[config.mk]
export PLATFORM = sky130hd
export DESIGN_NAME = calendar_day_offset_core
export DESIGN_NICKNAME = d
export VERILOG_FILES = /design/src/hw/rtl/cdo_pkg.sv /design/src/hw/rtl/cdo_mlen.sv /design/src/hw/rtl/cdo_day_alu.sv /design/src/hw/rtl/calendar_day_offset_core.sv
export SDC_FILE = /design/constraint.sdc
export NUM_CORES = 1
export LEC_CHECK = 0
export ABC_AREA = 1
export ABC_CLOCK_PERIOD_IN_PS = 10900
export BUFFER_PORTS_ARGS = -buffer_cell sky130_fd_sc_hd__buf_2
export CORE_UTILIZATION = 60
export DETAILED_ROUTE_END_ITERATION = 10
export PLACE_DENSITY_LB_ADDON = 0.25
export SYNTH_ARGS = -nofsm -noshare
export SYNTH_HDL_FRONTEND = slang
export SYNTH_SLANG_ARGS = --single-unit
[constraint.sdc]
create_clock -name i_clk -period 10.9 [get_ports i_clk]
set_input_delay 2.18 -clock i_clk [delete_from_list [all_inputs] [get_ports i_clk]]
set_output_delay 2.18 -clock i_clk [all_outputs]
set_load 0.01 [all_outputs]
[src/hw/rtl/cdo_pkg.sv]
package cdo_pkg;

    // default width of the day count that is honored
    localparam int CDO_OFFSET_BITS = 16;

    localparam logic [13:0] CDO_YEAR_MAX = 14'd9999;

    // direction of the move
    localparam logic CDO_MODE_ADD = 1'b0;
    localparam logic CDO_MODE_SUB = 1'b1;

    // status codes
    localparam logic [1:0] CDO_ST_OK  = 2'd0;
    localparam logic [1:0] CDO_ST_BAD = 2'd1;
    localparam logic [1:0] CDO_ST_SAT = 2'd2;

    // reciprocal of 100 for year / 100, exact for years below 16384
    localparam logic [12:0] CDO_RECIP_100 = 13'd5243;
    localparam int          CDO_RECIP_SH  = 19;

    typedef struct packed {
        logic        mode;
        logic [13:0] year_in;
        logic [3:0]  month_in;
        logic [4:0]  day_in;
        logic [15:0] offset_days;
    } t_cdo_in;

    typedef struct packed {
        logic [13:0] year_out;
        logic [3:0]  month_out;
        logic [4:0]  day_out;
        logic [1:0]  status;
    } t_cdo_out;

    typedef enum logic [5:0] {
        S_IDLE = 6'b000001,
        S_DIV  = 6'b000010,
        S_REM  = 6'b000100,
        S_CHK  = 6'b001000,
        S_FWD  = 6'b010000,
        S_BWD  = 6'b100000
    } t_cdo_state;

    // month length table, out-of-range months read as 31
    function automatic logic [4:0] cdo_month_len(logic [3:0] m, logic leap);
        logic [4:0] len;
        unique case (m)
            4'd2:                      len = leap ? 5'd29 : 5'd28;
            4'd4, 4'd6, 4'd9, 4'd11:   len = 5'd30;
            default:                   len = 5'd31;
        endcase
        return len;
    endfunction

endpackage

[src/hw/rtl/cdo_mlen.sv]
module cdo_mlen
    import cdo_pkg::*;
(
    input  logic [3:0] i_month,
    input  logic [6:0] i_yl,
    input  logic [1:0] i_cl,
    output logic [4:0] o_len
);

    logic leap;

    // leap year from year mod 100 and century mod 4
    assign leap = (i_yl != 7'd0) ? (i_yl[1:0] == 2'd0) : (i_cl == 2'd0);

    assign o_len = cdo_month_len(i_month, leap);

endmodule

[src/hw/rtl/cdo_day_alu.sv]
module cdo_day_alu
    import cdo_pkg::*;
#(
    parameter int W = CDO_OFFSET_BITS + 2
) (
    input  logic signed [W-1:0] i_a,
    input  logic        [W-1:0] i_b,
    input  logic                i_sub,
    output logic signed [W-1:0] o_sum,
    output logic                o_pos
);

    // shared add / subtract of the day accumulator
    assign o_sum = i_sub ? (i_a - $signed(i_b)) : (i_a + $signed(i_b));

    // result strictly above zero
    assign o_pos = !o_sum[W-1] && (o_sum != '0);

endmodule

[src/hw/rtl/calendar_day_offset_core.sv]
// channel  | ports                   | handshake
// ---------+-------------------------+------------------------------
// command  | i_in (t_cdo_in)         | beat taken when start & !busy
// result   | o_out (t_cdo_out)       | o_valid high for one cycle
//
// After a command is accepted, three setup states run (year / 100, year mod
// 100, date check), then one step per month crossed through the shared
// month-length table and day adder, plus a final step for the result strobe.
// Synchronous active-low reset returns the sequencer to idle.
// The result is shown for one cycle only; the receiver cannot stall.
module calendar_day_offset_core
    import cdo_pkg::*;
#(
    parameter int OFFSET_BITS = CDO_OFFSET_BITS
) (
    input  logic     i_clk,
    input  logic     i_rst_n,
    input  logic     start,
    output logic     busy,
    input  t_cdo_in  i_in,
    output logic     o_valid,
    output t_cdo_out o_out
);

    localparam int W = OFFSET_BITS + 2;
    localparam logic [W-1:0] OFF_MASK = {2'b00, {OFFSET_BITS{1'b1}}};

    t_cdo_state r_state, n_state;

    logic               [13:0] r_year, n_year;
    logic               [3:0]  r_month, n_month;
    logic               [4:0]  r_day;
    logic                      r_mode;
    logic               [W-1:0] r_off;
    logic               [7:0]  r_q;
    logic               [6:0]  r_yl, n_yl;
    logic               [1:0]  r_cl, n_cl;
    logic signed        [W-1:0] r_acc, n_acc;
    logic                      r_valid, n_valid;
    t_cdo_out                  r_out, n_out;

    logic [26:0] q_prod;
    logic [14:0] q100;
    logic [13:0] rem_full;

    logic [3:0]  prev_month;
    logic [6:0]  prev_yl;
    logic [1:0]  prev_cl;
    logic [3:0]  ml_month;
    logic [6:0]  ml_yl;
    logic [1:0]  ml_cl;
    logic [4:0]  ml_len;

    logic signed [W-1:0] alu_a;
    logic        [W-1:0] alu_b;
    logic                alu_sub;
    logic signed [W-1:0] alu_sum;
    logic                alu_pos;

    logic date_bad;

    assign busy    = (r_state != S_IDLE);
    assign o_valid = r_valid;
    assign o_out   = r_out;

    // year / 100 by reciprocal, then remainder
    assign q_prod   = r_year * CDO_RECIP_100;
    assign q100     = r_q * 7'd100;
    assign rem_full = r_year - q100[13:0];

    // previous month and its year position, for stepping back
    always_comb begin
        if (r_month == 4'd1) begin
            prev_month = 4'd12;
            prev_yl    = (r_yl == 7'd0) ? 7'd99 : (r_yl - 7'd1);
            prev_cl    = (r_yl == 7'd0) ? (r_cl - 2'd1) : r_cl;
        end else begin
            prev_month = r_month - 4'd1;
            prev_yl    = r_yl;
            prev_cl    = r_cl;
        end
    end

    // month-length lookup input select
    always_comb begin
        if (r_state == S_BWD) begin
            ml_month = prev_month;
            ml_yl    = prev_yl;
            ml_cl    = prev_cl;
        end else begin
            ml_month = r_month;
            ml_yl    = r_yl;
            ml_cl    = r_cl;
        end
    end

    cdo_mlen u_mlen (
        .i_month (ml_month),
        .i_yl    (ml_yl),
        .i_cl    (ml_cl),
        .o_len   (ml_len)
    );

    // shared adder operand select
    always_comb begin
        if (r_state == S_CHK) begin
            alu_a   = $signed(W'(r_day));
            alu_b   = r_off;
            alu_sub = (r_mode == CDO_MODE_SUB);
        end else begin
            alu_a   = r_acc;
            alu_b   = W'(ml_len);
            alu_sub = (r_state == S_FWD);
        end
    end

    cdo_day_alu #(
        .W (W)
    ) u_alu (
        .i_a   (alu_a),
        .i_b   (alu_b),
        .i_sub (alu_sub),
        .o_sum (alu_sum),
        .o_pos (alu_pos)
    );

    assign date_bad = (r_year > CDO_YEAR_MAX) || (r_month == 4'd0) || (r_month > 4'd12) ||
                      (r_day == 5'd0) || (r_day > ml_len);

    // sequencer
    always_comb begin
        n_state = r_state;
        n_year  = r_year;
        n_month = r_month;
        n_yl    = r_yl;
        n_cl    = r_cl;
        n_acc   = r_acc;
        n_valid = 1'b0;
        n_out   = r_out;
        unique case (r_state)
            S_IDLE: begin
                if (start) begin
                    n_year  = i_in.year_in;
                    n_month = i_in.month_in;
                    n_state = S_DIV;
                end
            end
            S_DIV: begin
                n_state = S_REM;
            end
            S_REM: begin
                n_yl    = rem_full[6:0];
                n_cl    = r_q[1:0];
                n_state = S_CHK;
            end
            S_CHK: begin
                if (date_bad) begin
                    n_out   = '{year_out: 14'd0, month_out: 4'd1, day_out: 5'd1,
                                status: CDO_ST_BAD};
                    n_valid = 1'b1;
                    n_state = S_IDLE;
                end else begin
                    n_acc   = alu_sum;
                    n_state = (r_mode == CDO_MODE_SUB) ? S_BWD : S_FWD;
                end
            end
            S_FWD: begin
                if (alu_pos) begin
                    if (r_month == 4'd12) begin
                        if (r_year == CDO_YEAR_MAX) begin
                            n_out   = '{year_out: CDO_YEAR_MAX, month_out: 4'd12,
                                        day_out: 5'd31, status: CDO_ST_SAT};
                            n_valid = 1'b1;
                            n_state = S_IDLE;
                        end else begin
                            n_acc   = alu_sum;
                            n_month = 4'd1;
                            n_year  = r_year + 14'd1;
                            n_yl    = (r_yl == 7'd99) ? 7'd0 : (r_yl + 7'd1);
                            n_cl    = (r_yl == 7'd99) ? (r_cl + 2'd1) : r_cl;
                        end
                    end else begin
                        n_acc   = alu_sum;
                        n_month = r_month + 4'd1;
                    end
                end else begin
                    n_out   = '{year_out: r_year, month_out: r_month,
                                day_out: r_acc[4:0], status: CDO_ST_OK};
                    n_valid = 1'b1;
                    n_state = S_IDLE;
                end
            end
            S_BWD: begin
                if (r_acc[W-1] || (r_acc == '0)) begin
                    if ((r_month == 4'd1) && (r_year == 14'd0)) begin
                        n_out   = '{year_out: 14'd0, month_out: 4'd1, day_out: 5'd1,
                                    status: CDO_ST_SAT};
                        n_valid = 1'b1;
                        n_state = S_IDLE;
                    end else begin
                        n_acc   = alu_sum;
                        n_month = prev_month;
                        n_yl    = prev_yl;
                        n_cl    = prev_cl;
                        n_year  = (r_month == 4'd1) ? (r_year - 14'd1) : r_year;
                    end
                end else begin
                    n_out   = '{year_out: r_year, month_out: r_month,
                                day_out: r_acc[4:0], status: CDO_ST_OK};
                    n_valid = 1'b1;
                    n_state = S_IDLE;
                end
            end
            default: begin
                n_state = S_IDLE;
            end
        endcase
    end

    // control registers
    always_ff @(posedge i_clk) begin
        if (!i_rst_n) begin
            r_state <= S_IDLE;
            r_valid <= 1'b0;
        end else begin
            r_state <= n_state;
            r_valid <= n_valid;
        end
    end

    // working and result registers
    always_ff @(posedge i_clk) begin
        r_year  <= n_year;
        r_month <= n_month;
        r_yl    <= n_yl;
        r_cl    <= n_cl;
        r_acc   <= n_acc;
        r_out   <= n_out;
        if ((r_state == S_IDLE) && start) begin
            r_day  <= i_in.day_in;
            r_mode <= i_in.mode;
            r_off  <= W'(i_in.offset_days) & OFF_MASK;
        end
        if (r_state == S_DIV) begin
            r_q <= q_prod[CDO_RECIP_SH +: 8];
        end
    end

endmodule

**Yosys cells after proc, flatten, opt, wreduce, memory -nomap -nowiden**

Cells that the tools add are included.

- Register bits: 107
- Bits in latches: 0
- RAM bits: 0
- Bits in read-only memories: 0
- Input bits: 43
- Output and inout bits: 27
- Logic and storage cells: 164
- Memories: 0

- Add/subtract/negate cells: 11
- Multipliers: 2
- Divide/modulo/power cells: 0
- Order comparisons: 3
- Eq/ne operators: 30
- Shift operators: 0
- Mux-type cells: 74
- Bitwise gates (word level): 0
- Reductions and logical operators: 29

Operators by type and width:

| cell | count |
|---|---|
| $mux 25 | 6 |
| $mux 18 | 8 |
| $mux 14 | 7 |
| $pmux 25 s3 | 1 |
| $mux 7 | 9 |
| $pmux 18 s3 | 1 |
| $mux 6 | 8 |
| $pmux 14 s3 | 1 |
| $pmux 6 s6 | 1 |
| $mux 4 | 8 |
| $mul 14x13->27 const B | 1 |
| $pmux 7 s3 | 1 |
| $add 18x17->18 | 1 |
| $logic_not 18->1 | 1 |
| $mux 2 | 9 |
| $reduce_and 6->1 | 3 |
| $reduce_bool 18->1 | 1 |
| $sub 18x17->18 | 1 |
| $mux 16 | 1 |
| $add 14x1->14 const B | 1 |
| $eq 14x14->1 const B | 1 |
| $gt 14x14->1 const B | 1 |
| $logic_not 14->1 | 1 |
| $ne 2x2->1 const B | 7 |
| 45 further kinds | 69 |

**Logic depth before layout (Yosys ltp)**

- Depth after elaboration: 15
- Mapped depth: 45

**Cells and area by module**

Synthesis repeated with hierarchy kept, for this count alone.

- Cell total of the unflattened synthesis: 1426
- Area, all modules: 11282.1 µm²

By module, submodules not included:

| module | instances | cells an instance | area an instance (µm²) |
|---|---|---|---|
| calendar_day_offset_core | 1 | 1066 | 9497.9 |
| cdo_day_alu | 1 | 335 | 1674.1 |
| cdo_mlen | 1 | 25 | 110.1 |

**Least setup slack after synthesis**

OpenSTA, ideal clock, no wires.

- Path kind: register -> register
- Start: reg r_yl[0]
- End: reg r_acc[0] (enable)
- Arrival: 6210 ps
- Setup slack: 4292 ps
- Stages on the path, launching flop included: 40
- Path buffers: 0
- Period minus slack after synthesis: 6608 ps
- Path through: edfxtp_1 > inv_1 > ha_1 > inv_1 > nor2_1 > nand3_1 > nor2_1 > inv_1 > nand2_1 > nor2_1 > nor2_1 > o2111a_1 > nand3b_1 > nand3_1 > nand3_1 > o21ai_0 > ha_1 > inv_1 > (+4 left out) > nor2_1 > inv_1 > o21ai_1 > nand2_1 > xor2_1 > ha_1 > a21oi_1 > o21ai_0 > nor2_1 > nand3_1 > nand2_1 > nand2_1 > nand2_2 > nand2_4 > o21bai_4 > nand2_2 > nand4_2 > a21oi_1

- Longest elaborated chain between the ends: 15
- Elaborated cells on any way between the ends: 26

Ends and longest elaborated chain:

| item | RTL line | RTL |
|---|---|---|
| from (decl) | calendar_day_offset_core.sv:36 | `logic [6:0] r_yl, n_yl;` |
| from (signal assigned) | calendar_day_offset_core.sv:235 | `r_yl <= n_yl;` |
| $sub 7x1->7 / $logic_not 7->1 (equally long branches) | calendar_day_offset_core.sv:75, calendar_day_offset_core.sv:76 |  |
| $mux 7 / $mux 2 (equally long branches) | calendar_day_offset_core.sv:75, calendar_day_offset_core.sv:76 |  |
| $mux 7 / $mux 2 (equally long branches) | calendar_day_offset_core.sv:73 | `if (r_month == 4'd1) begin` |
| $mux 7 / $mux 2 (equally long branches) | calendar_day_offset_core.sv:86 | `if (r_state == S_BWD) begin` |
| $reduce_bool 7->1 / $logic_not 2->1 (equally long branches) | cdo_mlen.sv:13 | `assign leap = (i_yl != 7'd0) ? (i_yl[1:0] == 2'd0) : (i_cl == 2'd0);` |
| $mux 1 (*) | cdo_mlen.sv:13 |  |
| $mux 1 (*) | cdo_pkg.sv:49 | `4'd2: len = leap ? 5'd29 : 5'd28;` |
| $pmux 5 s2 (*) | cdo_pkg.sv:48 | `unique case (m)` |
| $mux 16 (*) | calendar_day_offset_core.sv:106 | `if (r_state == S_CHK) begin` |
| $add 18x17->18 / $sub 18x17->18 (equally long branches) | cdo_day_alu.sv:14 | `assign o_sum = i_sub ? (i_a - $signed(i_b)) : (i_a + $signed(i_b));` |
| $mux 18 (*) | cdo_day_alu.sv:14 |  |
| net alu_sum[17] | calendar_day_offset_core.sv:57 | `logic signed [W-1:0] alu_sum;` |
| $reduce_bool 18->1 / $logic_not 1->1 (equally long branches) | cdo_day_alu.sv:17 | `assign o_pos = !o_sum[W-1] && (o_sum != '0);` |
| $logic_and 1x1->1 (*) | cdo_day_alu.sv:17 |  |
| $ne 2x2->1 (no line) (*) | -- |  |
| $reduce_and 6->1 (no line) (*) | -- |  |
| to (signal assigned) | calendar_day_offset_core.sv:237 | `r_acc <= n_acc;` |
| to (decl) | calendar_day_offset_core.sv:38 | `logic signed [W-1:0] r_acc, n_acc;` |

The timed path passes the listed nets; every way through them passes the cells marked *.
A chain may end at the register's enable or synchronous reset.

**Worst setup path after layout**

- Start: reg r_state[0]
- End: reg r_acc[14] (enable)

- Longest elaborated chain between the ends: 13
- Elaborated cells on any way between the ends: 36

Ends and longest elaborated chain:

| item | RTL line | RTL |
|---|---|---|
| from (decl) | calendar_day_offset_core.sv:28 | `t_cdo_state r_state, n_state;` |
| from (signal assigned) | calendar_day_offset_core.sv:226 | `r_state <= n_state;` |
| $eq 6x6->1 | calendar_day_offset_core.sv:86 |  |
| $mux 7 / $mux 2 (equally long branches) | calendar_day_offset_core.sv:86 |  |
| $reduce_bool 7->1 / $logic_not 2->1 (equally long branches) | cdo_mlen.sv:13 |  |
| $mux 1 | cdo_mlen.sv:13 |  |
| $mux 1 | cdo_pkg.sv:49 |  |
| $pmux 5 s2 | cdo_pkg.sv:48 |  |
| $mux 16 | calendar_day_offset_core.sv:106 |  |
| $add 18x17->18 / $sub 18x17->18 (equally long branches) | cdo_day_alu.sv:14 |  |
| $mux 18 (*) | cdo_day_alu.sv:14 |  |
| net alu_sum[17] | calendar_day_offset_core.sv:57 |  |
| $reduce_bool 18->1 / $logic_not 1->1 (equally long branches) | cdo_day_alu.sv:17 |  |
| $logic_and 1x1->1 (*) | cdo_day_alu.sv:17 |  |
| $ne 2x2->1 (no line) (*) | -- |  |
| $reduce_and 6->1 (no line) (*) | -- |  |

Marked as above.

==> reports/results.ini <==
[run_status]
outcome = completed

[clock_tree]
cts_hold_buf = 0
cts_root_buf = clkbuf_16
clockBufferDepth = 2
cts.clk_slew.worst_paths_ps = 80
cts_resized = 0
cts_setup_buffers = 0
cts_buffers = 9
cts.sinks = 104
htreeDepth = 3
clk_latency_ps = 360
cts_tree = done

[logic_synthesis]
async_reset_ff_share_pct = 0
yosysWarnings = 0
syn-num-nets = 1540
synth_edf_count = 97
yosysUniqueCellTypes = 54
synth_cells = 1291
synth-seq-cells = 104
ys_seq_area_share_pct = 28.4
syn_avg_cell_area_um2 = 8.33
synth_area_um2 = 10800
ys.flop_type = edfxtp_1
netlist.area_leader.share_pct = 27.1
ys_top_cells_by_area = edfxtp_1 (27%), ha_1 (16%), fa_1 (12%)
yosysTopAreaCell = edfxtp_1

[critical_path]
regToRegSetupSlack_ps = 2950
path_class = reg -> reg
critPathLaunchType = flip-flop
cp-end-kind = flip-flop
critPathMaxFanout = 27
cp_slowest_stage_delay_ps = 820
crit_arrival_ps = 8000
cp_slowest_cell = inv_1
critPathRequiredTime_ps = 10950
cp_common_cell = nand3_1

[place]
place_ws_ps = 3190
gp_congestion = 0.970
hpwl_um = 20900
port_buffers = 69

[drt]
vias = 8780
ant_nets = 0
wirelength_um = 25700
wl_per_cell_um = 16.2
first_iter_violations = 712
drc = 0
dr.pass1.iters = 6
via_per_inst = 5.53

[finish]
seq_area_um2 = 3050
num-nets-final = 1608
area_growth_pct = 8.46
final_layout_size_suffix_gt1_share_pct = 10.1
num_antenna_cells = 0
multi_input_area_um2 = 6600
fill_cells = 1478
fin_util_pct = 67.0

[sta]
fin_crit_ps = 7950
finalSetupTns_ps = 0
setup_ws_ps = 2950
max_freq_mhz = 126
post-route-period-util_pct = 73.0
tightestPinTransition_ps = 996
grt_setup_unrepaired = no
slew_violations = 0
finalClockSkew_ps = 14.0
setup_viol = 0
relSlewSlack_pct = 33.1
hold_viol = 0

[die]
dieArea_um2 = 18500
die_w_um = 136
fp.dieH_um = 136
fp-row-count = 48
io_pins = 70
core_region_area_um2 = 17400
initial_core_util_pct = 61.8

[flow_run]
drv_cap = 0

[grt]
antenna_found_initial = 0
grt_util_all_layers_pct = 29.3
overflow = 0
grt_max_degree = 37
grt_pass1_wl_um = 41300
grt_pass1_vias = 8230

[hold_path]
hp-class = reg -> reg

[metrics by stage]
stage | hold slack, ps | cell area (um^2) | cells
6_report | 542 | 11700 | 1589
5_1_grt | 565 | 11700 | 1589
4_1_cts | 538 | 11700 | 1589
3_5_place_dp | 527 | 11300 | 1573
3_3_place_gp | 510 | 11300 | 1573
2_1_floorplan | 495 | 10800 | 1291
[cell usage after synthesis, types with 5 or more instances]
| library cell | n |
|---|---|
| a21oi_1 | 62 |
| a21oi_2 | 7 |
| clkbuf_1 | 9 |
| dfxtp_1 | 7 |
| edfxtp_1 | 97 |
| fa_1 | 65 |
| ha_1 | 141 |
| inv_1 | 268 |
| nand2_1 | 250 |
| nand2_2 | 7 |
| nand3_1 | 54 |
| nand3b_1 | 5 |
| nand4_1 | 18 |
| nor2_1 | 96 |
| nor2_2 | 6 |
| nor3_1 | 19 |
| nor4_1 | 8 |
| o211ai_1 | 6 |
| o21ai_0 | 50 |
| o21ai_1 | 5 |
| or2_2 | 7 |
| xnor2_1 | 13 |
| xor2_1 | 32 |
[cell type report]
| class | instances | share of cell area (%) |
|---|---|---|
| multi-input cells | 898 | 56.6 |
| flip-flops and latches | 104 | 26.2 |
| inverters | 273 | 8.78 |
| repair buffers | 73 | 3.22 |
| well taps | 225 | 2.41 |
| clock buffers | 10 | 2.14 |
| clock inverters | 6 | 0.708 |
[cell families (layout without fill, tap and decap cells)]
| logic type | count (synthesis) | after routing | share of synthesized area [%] |
|---|---|---|---|
| buffers and inverters | 289 | 362 | 10.3 |
| XOR/XNOR | 45 | 45 | 3.66 |
| AND/OR/NAND/NOR | 489 | 489 | 20.5 |
| adder cells (fa/ha/maj) | 206 | 206 | 28.5 |
| AO/OA/AOI/OAI | 158 | 158 | 8.64 |
| flip-flops | 104 | 104 | 28.4 |
[routing by layer]
| layer | vias to the layer above | global-route usage [%] | share of wire [%] |
|---|---|---|---|
| met1 | 4109 | 42.9 | 46 |
| met4 | 0 | 8.09 | 1.9 |
| met2 | 320 | 45.8 | 45 |
| met5 | - | 0 | 0 |
| met3 | 34 | 3.36 | 7.0 |
| li1 | 4317 | - | - |
[critical path, delay by kind of cell (launching register included)]
family | cells | cell delay (ps)
fa+ha+maj | 2 | 530
flops | 1 | 360
xor+xnor | 1 | 150
compound gates | 6 | 1230
buf+inv | 6 | 1390
simple gates | 23 | 4000
[state kept, by name (all words and copies together), names as in the netlist]
| register | count |
|---|---|
| r_mode | 1 |
| r_off | 16 |
| o_out | 25 |
| r_acc | 18 |
| o_valid | 1 |
| r_state | 6 |
| r_q | 5 |
| r_day | 5 |
| r_cl | 2 |
| r_yl | 7 |
| r_year | 14 |
| r_month | 4 |
[final timing paths]
check | start | end | depth (start not counted)
worst max register to register | r_state[0] | r_acc[14] | 38
worst max-delay path | r_state[0] | r_acc[14] | 38
worst min register to register | r_state[5] | r_state[5] | 2
worst min-delay path | r_state[5] | r_state[5] | 2
[layout by cell type, fill, tap and decap left out, types with 4 or more instances in the layout]
| cell type | instances |
|---|---|
| inv_1 | 268 |
| nand2_1 | 250 |
| ha_1 | 141 |
| edfxtp_1 | 97 |
| nor2_1 | 96 |
| buf_2 | 69 |
| fa_1 | 65 |
| a21oi_1 | 62 |
| nand3_1 | 54 |
| o21ai_0 | 50 |
| xor2_1 | 32 |
| nor3_1 | 19 |
| nand4_1 | 18 |
| xnor2_1 | 13 |
| clkbuf_16 | 10 |
| nor4_1 | 7 |
| or2_2 | 7 |
| nand2_2 | 7 |
| a21oi_2 | 7 |
| dfxtp_1 | 7 |
| nor2_2 | 6 |
| o211ai_1 | 6 |
| nand3b_1 | 5 |
| o21ai_1 | 5 |
| inv_2 | 4 |
| a31oi_1 | 4 |
| o31ai_1 | 4 |
| buf_4 | 4 |
Power is not shown: default switching activity piles up to over one toggle a cycle in this logic, so the estimate is an artifact.
